===== src/rtl/core/rtt_pkg.sv =====
`timescale 1ns / 1ps

package rtt_pkg;

    // ring of send times, one slot per frame id modulo the depth
    localparam int HIST_DEPTH = 64;
    localparam int HIST_IDX_W = $clog2(HIST_DEPTH);

    // round trips at or above this many ms are rejected
    localparam logic [31:0] RTT_LIMIT_MS = 32'd2000;

    // alpha scale, one in units of 1/256
    localparam logic [8:0] ALPHA_ONE   = 9'd256;
    localparam logic [8:0] ALPHA_RESET = 9'd32;

    // command codes
    typedef enum logic [1:0] {
        CMD_SEND = 2'd0,
        CMD_ACK  = 2'd1,
        CMD_SET  = 2'd2
    } t_cmd;

    // sample status codes
    typedef enum logic [1:0] {
        STAT_NONE   = 2'd0,
        STAT_OK     = 2'd1,
        STAT_REJECT = 2'd2
    } t_status;

    // command word
    typedef struct packed {
        logic [1:0]  command;
        logic [31:0] cmd_id;
        logic [31:0] now_ms;
    } t_cmd_word;

    // result word
    typedef struct packed {
        logic [31:0] assigned_frame_id;
        logic [18:0] smoothed_rtt;
        logic [1:0]  sample_status;
    } t_result_word;

endpackage


===== src/rtl/core/rtt_ram.sv =====
`timescale 1ns / 1ps

module rtt_ram #(
    parameter int WIDTH = 32,
    parameter int DEPTH = 64
) (
    input  logic                     i_clk,
    input  logic                     i_we,
    input  logic [$clog2(DEPTH)-1:0] i_waddr,
    input  logic [WIDTH-1:0]         i_wdata,
    input  logic [$clog2(DEPTH)-1:0] i_raddr,
    output logic [WIDTH-1:0]         o_rdata
);

    logic [WIDTH-1:0] r_mem [DEPTH];
    logic [WIDTH-1:0] r_rdata;

    // one write port, one registered read port
    always_ff @(posedge i_clk) begin
        if (i_we) begin
            r_mem[i_waddr] <= i_wdata;
        end
        r_rdata <= r_mem[i_raddr];
    end

    assign o_rdata = r_rdata;

endmodule


===== src/rtl/core/rtt_ema_tracker_unit.sv =====
`timescale 1ns / 1ps

// Round-trip-time tracker with an exponential moving average.
// Command channel: a word (command, cmd_id, now_ms) is taken on a rising edge
// with start high and busy low. Send bumps the frame counter and stamps now_ms
// into the ring slot of the new id; ack looks up the slot of cmd_id, measures
// the round trip and folds it into the average; set loads the frame counter.
// Result channel: one result word per command on o_result, marked by o_valid high
// for exactly one cycle; the receiver cannot stall, so results never back up.
// Timing: send, set and unused codes give their result the cycle
// after acceptance and keep busy low, so one word per cycle. An ack holds busy
// through S_CHECK, where the registered ring read is checked, and, when an
// average is blended, through S_BLEND for the multiply, before its result.
// Config: i_cfg_we/i_cfg_data write ema_alpha (values above 256 act as 256);
// write only while idle.
// Reset: synchronous, active low. Frame counter and average go to zero, alpha
// to 32, and the ring slots are marked empty through per-slot valid flops, so
// the block is ready in the first cycle after reset.
module rtt_ema_tracker_unit (
    input  logic                  i_clk,
    input  logic                  i_rst_n,
    input  logic                  start,
    output logic                  busy,
    input  rtt_pkg::t_cmd_word    i_cmd,
    output logic                  o_valid,
    output rtt_pkg::t_result_word o_result,
    input  logic                  i_cfg_we,
    input  logic [8:0]            i_cfg_data
);

    import rtt_pkg::*;

    typedef enum logic [1:0] {
        S_IDLE,
        S_CHECK,
        S_BLEND
    } t_state;

    t_state                  r_state;
    logic                    r_valid;
    t_result_word            r_result;
    logic [31:0]             r_counter;
    logic [19:0]             r_avg;
    logic [8:0]              r_alpha;
    logic [HIST_DEPTH-1:0]   r_slot_vld;
    logic [HIST_IDX_W-1:0]   r_idx;
    logic [31:0]             r_now;
    logic signed [20:0]      r_delta;

    logic                    accept;
    logic [31:0]             cnt_inc;
    logic                    ram_we;
    logic [HIST_IDX_W-1:0]   ram_waddr;
    logic [HIST_IDX_W-1:0]   ram_raddr;
    logic [31:0]             ram_rdata;

    logic [31:0]             sent;
    logic [31:0]             rtt;
    logic                    sample_ok;
    logic [19:0]             sample_fx;
    logic signed [20:0]      n_delta;
    logic signed [30:0]      prod;
    logic signed [31:0]      blend_sum;
    logic [19:0]             n_avg;

    assign accept  = start && (r_state == S_IDLE);
    assign cnt_inc = r_counter + 32'd1;

    // ring write on send, read address always from the incoming id
    assign ram_we    = accept && (i_cmd.command == CMD_SEND);
    assign ram_waddr = cnt_inc[HIST_IDX_W-1:0];
    assign ram_raddr = i_cmd.cmd_id[HIST_IDX_W-1:0];

    rtt_ram #(
        .WIDTH (32),
        .DEPTH (HIST_DEPTH)
    ) u_ring (
        .i_clk   (i_clk),
        .i_we    (ram_we),
        .i_waddr (ram_waddr),
        .i_wdata (i_cmd.now_ms),
        .i_raddr (ram_raddr),
        .o_rdata (ram_rdata)
    );

    // slot check: empty slots read as zero
    always_comb begin
        sent      = r_slot_vld[r_idx] ? ram_rdata : 32'd0;
        rtt       = r_now - sent;
        sample_ok = (r_now >= sent) && (rtt != 32'd0) && (rtt < RTT_LIMIT_MS);
        sample_fx = {1'b0, rtt[10:0], 8'd0};
        n_delta   = $signed({1'b0, sample_fx}) - $signed({1'b0, r_avg});
    end

    // blend: (256*v + a*(s - v) + 128) >> 8
    always_comb begin
        prod      = $signed({1'b0, r_alpha}) * r_delta;
        blend_sum = $signed({4'd0, r_avg, 8'd0}) + $signed({prod[30], prod})
                    + $signed(32'd128);
        n_avg     = blend_sum[27:8];
    end

    // sequencer, state and registered outputs
    always_ff @(posedge i_clk) begin
        if (!i_rst_n) begin
            r_state    <= S_IDLE;
            r_valid    <= 1'b0;
            r_counter  <= 32'd0;
            r_avg      <= 20'd0;
            r_alpha    <= ALPHA_RESET;
            r_slot_vld <= '0;
        end else begin
            r_valid <= 1'b0;

            if (i_cfg_we) begin
                r_alpha <= (i_cfg_data > ALPHA_ONE) ? ALPHA_ONE : i_cfg_data;
            end

            case (r_state)
                S_IDLE: begin
                    if (accept) begin
                        case (i_cmd.command)
                            CMD_SEND: begin
                                r_counter                     <= cnt_inc;
                                r_slot_vld[ram_waddr]         <= 1'b1;
                                r_valid                       <= 1'b1;
                                r_result.assigned_frame_id    <= cnt_inc;
                                r_result.smoothed_rtt         <= r_avg[18:0];
                                r_result.sample_status        <= STAT_NONE;
                            end
                            CMD_ACK: begin
                                r_idx   <= ram_raddr;
                                r_now   <= i_cmd.now_ms;
                                r_state <= S_CHECK;
                            end
                            CMD_SET: begin
                                r_counter                     <= i_cmd.cmd_id;
                                r_valid                       <= 1'b1;
                                r_result.assigned_frame_id    <= i_cmd.cmd_id;
                                r_result.smoothed_rtt         <= r_avg[18:0];
                                r_result.sample_status        <= STAT_NONE;
                            end
                            default: begin
                                r_valid                       <= 1'b1;
                                r_result.assigned_frame_id    <= r_counter;
                                r_result.smoothed_rtt         <= r_avg[18:0];
                                r_result.sample_status        <= STAT_NONE;
                            end
                        endcase
                    end
                end
                S_CHECK: begin
                    r_result.assigned_frame_id <= r_counter;
                    if (sent == 32'd0) begin
                        r_valid                <= 1'b1;
                        r_result.smoothed_rtt  <= r_avg[18:0];
                        r_result.sample_status <= STAT_NONE;
                        r_state                <= S_IDLE;
                    end else begin
                        // any read of a stamped slot empties it
                        r_slot_vld[r_idx] <= 1'b0;
                        if (!sample_ok) begin
                            r_valid                <= 1'b1;
                            r_result.smoothed_rtt  <= r_avg[18:0];
                            r_result.sample_status <= STAT_REJECT;
                            r_state                <= S_IDLE;
                        end else if (r_avg == 20'd0) begin
                            // first sample loads the average
                            r_avg                  <= sample_fx;
                            r_valid                <= 1'b1;
                            r_result.smoothed_rtt  <= sample_fx[18:0];
                            r_result.sample_status <= STAT_OK;
                            r_state                <= S_IDLE;
                        end else begin
                            r_delta <= n_delta;
                            r_state <= S_BLEND;
                        end
                    end
                end
                S_BLEND: begin
                    r_avg                  <= n_avg;
                    r_valid                <= 1'b1;
                    r_result.smoothed_rtt  <= n_avg[18:0];
                    r_result.sample_status <= STAT_OK;
                    r_state                <= S_IDLE;
                end
                default: begin
                    r_state <= S_IDLE;
                end
            endcase
        end
    end

    assign busy     = (r_state != S_IDLE);
    assign o_valid  = r_valid;
    assign o_result = r_result;

endmodule

===== config.mk =====
export PLATFORM = sky130hd
export DESIGN_NAME = rtt_ema_tracker_unit
export DESIGN_NICKNAME = d
export VERILOG_FILES = /design/src/rtl/core/rtt_pkg.sv /design/src/rtl/core/rtt_ram.sv /design/src/rtl/core/rtt_ema_tracker_unit.sv
export SDC_FILE = /design/constraint.sdc
export NUM_CORES = 2
export LEC_CHECK = 0
export BUFFER_PORTS_ARGS = -buffer_cell sky130_fd_sc_hd__buf_2
export CORE_MARGIN = 2
export CORE_UTILIZATION = 34
export DETAILED_ROUTE_END_ITERATION = 10
export GPL_TIMING_DRIVEN = 0
export REMOVE_ABC_BUFFERS = 1
export SLEW_MARGIN = 20
export SYNTH_ARGS = -nofsm -noshare
export SYNTH_HDL_FRONTEND = slang
export SYNTH_SLANG_ARGS = --single-unit
export TNS_END_PERCENT = 100

===== constraint.sdc =====
create_clock -name i_clk -period 9.2 [get_ports i_clk]
set_input_delay 0.92 -clock i_clk [delete_from_list [all_inputs] [get_ports i_clk]]
set_output_delay 0.92 -clock i_clk [all_outputs]
set_load 0.005 [all_outputs]

Word-level counts from Yosys, hierarchy flattened

Memory sizes are Yosys's and may differ from the RTL's. A register that Yosys moved wholly into a read port is not among the register bits.
Index checks and enable logic that the tools add are counted.

Register bits after elaboration: 240
Memory bits (writable): 2,048
Bits of input ports: 79
Output and inout bits: 55
Memories kept: 1

Memory list:

| name         | words | bits a word | rd ports | clocked after memory_dff | wr ports | RTL line      | source |
|---|---|---|---|---|---|---|---|
| u_ring.r_mem | 64    | 32          | 1        | 1                        | 1        | rtt_ram.sv:15 | `logic [WIDTH-1:0] r_mem [DEPTH];` |

Add/subtract/negate cells: 5
Multipliers: 1
Magnitude comparators: 7
Equality and inequality tests: 12
Multiplexer cells: 38
Bitwise gates (word level): 5
Reductions and logical operators: 24

Operators by type and width:

| cell                  | number |
|---|---|
| $mux 64               | 3 |
| $pmux 53 s3           | 1 |
| $pmux 32 s2           | 2 |
| $pmux 64 s2           | 1 |
| $and 64x64->64        | 1 |
| $not 64->64           | 1 |
| $or 64x64->64         | 1 |
| $mux 21               | 3 |
| $pmux 21 s3           | 1 |
| $mux 20               | 3 |
| $mux 53               | 1 |
| $pmux 20 s2           | 1 |
| $add 32x1->32 const B | 1 |
| $ge 32x32->1          | 1 |
| $logic_not 32->1      | 1 |
| $lt 32x11->1 const B  | 1 |
| $mux 32               | 1 |
| $reduce_bool 32->1    | 1 |
| $sub 32x32->32        | 1 |
| $add 28x28->28        | 1 |
| $add 28x9->28 const B | 1 |
| $mul 10x21->28        | 1 |
| $sub 19x20->21        | 1 |
| $logic_not 20->1      | 1 |
| 24 further kinds      | 61 |

Depth between registers and ports, before layout

Word-level depth: 10
Gate-level depth with buffers: 26

Cells and area by module

From an unflattened synthesis, not the netlist that was laid out.

Cell total of the unflattened synthesis: 5,788
Area, all modules: 99,764.4 µm²

Modules (own cells, without submodules):

| module               | instances | cells each | area each (µm²) | sequential area each (µm²) |
|---|---|---|---|---|
| rtt_ram              | 1         | 3,324      | 78,512.8        | 62,139.6 |
| rtt_ema_tracker_unit | 1         | 2,464      | 21,251.6        | 5,925.7 |

Least setup slack after synthesis

Ideal clock, no wire load.

Path kind: register to register
Start point: register r_idx[2]
End point: register r_delta[0], enable pin
Data arrival time: 6.326 ns
Path slack: 2.475 ns
Stages on the path, launching flop included: 24
Buffers on the path: 4
Period minus slack after synthesis: 6.725 ns
Cells stage by stage: edfxtp_1 clkbuf_1 clkbuf_1 buf_2 mux2_2 a221oi_1 nor2_1 o21bai_1 o2111ai_1 and2_1 ha_1 fa_1 and2b_1 o2111ai_1 a211o_1 and3_4 a211oi_2 nand4_1 or4_4 nor4_4 and2_1 buf_6 nand3b_1 nor2_1

Longest elaborated chain between the ends: 8
Elaborated cells on any way between the ends: 12
Those cells by class: 1 x add/sub; 2 x order compare; 3 x mux; 1 x bitwise; 5 x reduce/logical

Ends and longest elaborated chain:

| item                                                                   | RTL line                    | source |
|---|---|---|
| from (decl)                                                            | rtt_ema_tracker_unit.sv:46  | `logic [HIST_IDX_W-1:0] r_idx;` |
| from (signal assigned)                                                 | rtt_ema_tracker_unit.sv:132 | `r_idx <= ram_raddr;` |
| $bmux 1 s6 (*)                                                         | rtt_ema_tracker_unit.sv:88  | `sent = r_slot_vld[r_idx] ? ram_rdata : 32'd0;` |
| $mux 1 (not written as such) (*)                                       | rtt_ema_tracker_unit.sv:88  |  |
| $mux 32 (*)                                                            | rtt_ema_tracker_unit.sv:88  |  |
| parallel branches: the longest is 4 deep, another holds $sub 32x32->32 | --                          |  |
| $reduce_and 5->1 (no source line) (*)                                  | --                          |  |
| to (signal assigned)                                                   | rtt_ema_tracker_unit.sv:175 | `r_delta <= n_delta;` |
| to (decl)                                                              | rtt_ema_tracker_unit.sv:48  | `logic signed [20:0] r_delta;` |

Every way passes the cells marked *. The select of a mux whose other input is x is not followed.
A chain may end at the register's enable or synchronous reset.

Worst setup path in the final report

Start point: register r_idx[1]
End point: register r_delta[14], enable pin

Same word-level chain as after synthesis.

==> results.txt <==
status -> complete, no violations
placement-stage cell area -> 108,000 sq um
Max clock buf depth -> 4
die area -> 296,000 sq um
row cnt -> 198
R2R Path Start -> r_idx[1]
Min-Delay Path Class -> primary input to flip-flop
Setup Skew -> 0.128 ns
Clk network pwr share -> 0.415
total of fill cells in the finished design -> 25,800
Setup Crit Path Kind -> flip-flop to flip-flop
Area contributors post-synth -> edfxtp_1, mux4_2, fa_1, dfxtp_1, ha_1
initial drt markers -> 5,554
Gate power share -> 0.067
overall power -> 22.5 mW
cell-internal power -> 17.5 mW
Worst setup SP type -> flip-flop
CTS Sinks -> 2,320
ys async rst share -> 0
Antenna Nets Post-Route -> 0
Lkg Pwr -> 36.6 nW
Post-Synth Adder-Cell Area -> 0.0470
number of synthesized flops with an enable pin -> 2,160
Syn Std Cell Area -> 99,200 sq um
largest net degree at the start of global routing -> 90
crit path launch -> r_idx[1]
layout cells sized above 1 -> 0.245
relative slew slack -> 0.217
hold_buf cts -> 0
crit-path leading delay family -> compound AO/OA/AOI/OAI gates
Num CTS Buffers -> 227
setup TNS -> 0 ns
DRT Pass-1 Iters -> 6
clock-pin transition on the worst setup and hold timing paths -> 0.06 ns
DR WL/cell -> 25.6 um
final wirelength -> 249,000 um
via count -> 52,200
first-pass GRT wire length -> 364,000 um
NetSw -> 4.95 mW
Synth Area in XOR/XNOR -> 0.00618
area of the core -> 291,000 sq um
compound-gate portion of the synthesized area -> 0.0365
Flop pwr share -> 0.519
routability cong. -> 0.871
Hold Vio Cnt, Final -> 0
I/O pin count -> 134
CP Depth -> 19
sequential area share after synthesis -> 0.686
max_cap viols -> 0
initial core utilization -> 0.341
TritonCTS clock tree -> built
Final nets -> 6,022
Synth Instances -> 5,451
syn avg cell area -> 18.2 sq um
Pwr Density -> 194 nW/um^2
ys flop type -> edfxtp_1
post-layout min period -> 8.64 ns
Finished Cell Area -> 115,000 sq um
RSZ-0062 raised after global routing -> false
H-tree depth -> 4
Critical Path RT -> 9.64 ns
DP Wirelength -> 160,000 um
Reg2Reg Depth -> 19
DP Worst Slack -> 0.587 ns
DR DRC count -> 0
CP bufs+invs -> 2
peak supply drop -> 0.000169 V
count of cell types in the netlist -> 99
sw frac -> 0.220
RR Endpoint -> r_delta[14]
worst setup margin -> 0.560 ns
share of the synthesized area in the top cell type -> 0.654
via density per instance -> 5.35
sequential cell area -> 68,100 sq um
worst slew pin tran -> 1.17 ns
CTS root buffer -> clkbuf_16
largest family of logic cells by synthesized area -> multiplexers
worst-path maximum fanout -> 30
number of post-CTS setup repair buffers -> 0
final setup vio count -> 0
Tcrit/Tclk final -> 0.939
IO buf count -> 133
Post-Synth Simple-Gate Area -> 0.0488
WP data arrival -> 9.08 ns
vias in the first global route -> 52,800
die width -> 544 um
gr ovfl total -> 0
final max-slew violation count -> 0
Synth area leader -> edfxtp_1
Synth warnings -> 0
#FFs+latches synth -> 2,320
CP cell instances -> clkinv_1, a221oi_1, o21ai_0, a211oi_1, o2111ai_4, buf_16, and2_1, ha_1, fa_1, and2b_1, o2111ai_1, a21o_1, a221oi_1, nor3_1, a311o_1, nor4_4, and2_1, nand3b_1, nor2_4
Setup crit end kind -> flip-flop
Die Ht -> 544 um
CP max-delay cell -> edfxtp_1
Worst R2R Setup Slack -> 0.56 ns
post-synthesis mux area share -> 0.155
Worst Setup EP -> r_delta[14]
synthesis-to-finish area growth -> 16.4%
Multi-input gate area -> 29,800 sq um
clk_lat worst skew -> 0.92 ns
Max Fclk -> 116 MHz
GRT Total Usage -> 0.166
number of antenna violations at the first check in global routing -> 17
crit-path max cell delay -> 1.04 ns
PostCTS Resize Cnt -> 0
## synth_stat cells (16+ instances only)
cell type,number
xnor2_1,38
nand2_1,283
clkbuf_1,213
edfxtp_1,2160
dfxtp_1,160
o21ai_0,156
and2_1,129
a21oi_1,185
nor2_1,262
nor4_1,26
fa_1,165
nand4_1,29
nand3b_1,16
a22oi_1,22
buf_1,59
o211ai_1,31
nor3_1,55
nor2b_1,18
a211oi_1,27
ha_1,109
mux4_2,674
and3_1,36
nand3_1,87
inv_1,212
xor2_1,32
## worst reg2reg max path: stages (launching register included)
cell and delay [ns]:
edfxtp_1 1.04, clkinv_1 0.73, a221oi_1 0.37, o21ai_0 0.15, a211oi_1 0.49, o2111ai_4 0.32, buf_16 0.27, and2_1 0.18
ha_1 0.21, fa_1 0.44, and2b_1 0.32, o2111ai_1 0.23, a21o_1 0.28, a221oi_1 0.87, nor3_1 0.17, a311o_1 0.45
nor4_4 0.45, and2_1 0.46, nand3b_1 0.25, nor2_4 0.59
## logic make-up (layout without fill, tap and decap cells)
kind of cell	Yosys count	after routing
compound gates	577	577
buf+inv	511	913
xor+xnor	70	70
other cells	0	1
simple gates	1002	1002
flops	2320	2320
mux	697	697
fa+ha+maj	274	274
## layer usage
metal,track usage,up-vias,part of all wire
li1,-,22200,-
met1,0.231,27900,0.43
met2,0.273,1826,0.49
met3,0.0304,304,0.070
met4,0.0331,6,0.018
met5,0,-,0.00015
## power by group through the flow
stage                     combinational, mW  clock, mW  sequential (mW)
after CTS                              1.51       9.49             11.7
final                                  1.50       9.31             11.6
after global placement                 1.77          0             11.9
after detailed placement               1.50          0             11.9
after floorplan                       0.813          0             11.8
after global routing                   1.63       9.89             11.6
## cells in the final DEF (no fill, tap or decap), types with 129 or more instances in the layout
master     Yosys  layout
and2_1       129     129
nor2_1       262     193
a21oi_1      185     185
o21ai_0      156     156
edfxtp_1    2160    2160
nand2_1      283     274
inv_1        212     211
mux4_2       674     674
clkbuf_16      0     230
dfxtp_1      160     160
fa_1         165     165
## stage by stage
step / hold slack [ns] / cells / utilization
after global routing: 0.344 / 9753 / 0.397
after detailed placement: 0.459 / 9340 / 0.372
after global placement: 0.448 / 9187 / 0.356
after CTS: 0.317 / 9753 / 0.397
final: 0.378 / 9754 / 0.397
after floorplan: 0.435 / 5154 / -
## sequential cells by signal, summed over array words and instances, names as in the netlist
name	flops
r_alpha	9
r_idx	6
u_ring.r_mem	2048
o_valid	1
u_ring.o_rdata	32
o_result	53
r_slot_vld	64
r_state	2
r_now	32
r_avg	20
r_delta	21
r_counter	32
## layout make-up
class                           instances  area share
Antenna cell                            1   0.0000217
Clock buffer                          280      0.0527
Clock inverter                        133      0.0113
Inverter                              214     0.00700
Multi-Input combinational cell       2620       0.258
Sequential cell                      2320       0.589
Tap cell                             3900      0.0423
Timing Repair Buffer                  286      0.0397
## worst min-delay path by stage
stage | startpoint | slack (ns) | to | cells past startpoint
finish | i_cfg_data[0] | 0.38 | r_alpha[0] | 3
global route | i_cfg_data[0] | 0.34 | r_alpha[0] | 3
CTS | i_cfg_data[0] | 0.32 | r_alpha[0] | 3
detailed placement | r_slot_vld[56] | 0.46 | r_slot_vld[56] | 2
global placement | r_slot_vld[56] | 0.45 | r_slot_vld[56] | 2
floorplan | r_slot_vld[56] | 0.43 | r_slot_vld[56] | 2
No activity file was read; power rests on OpenSTA's default activity.
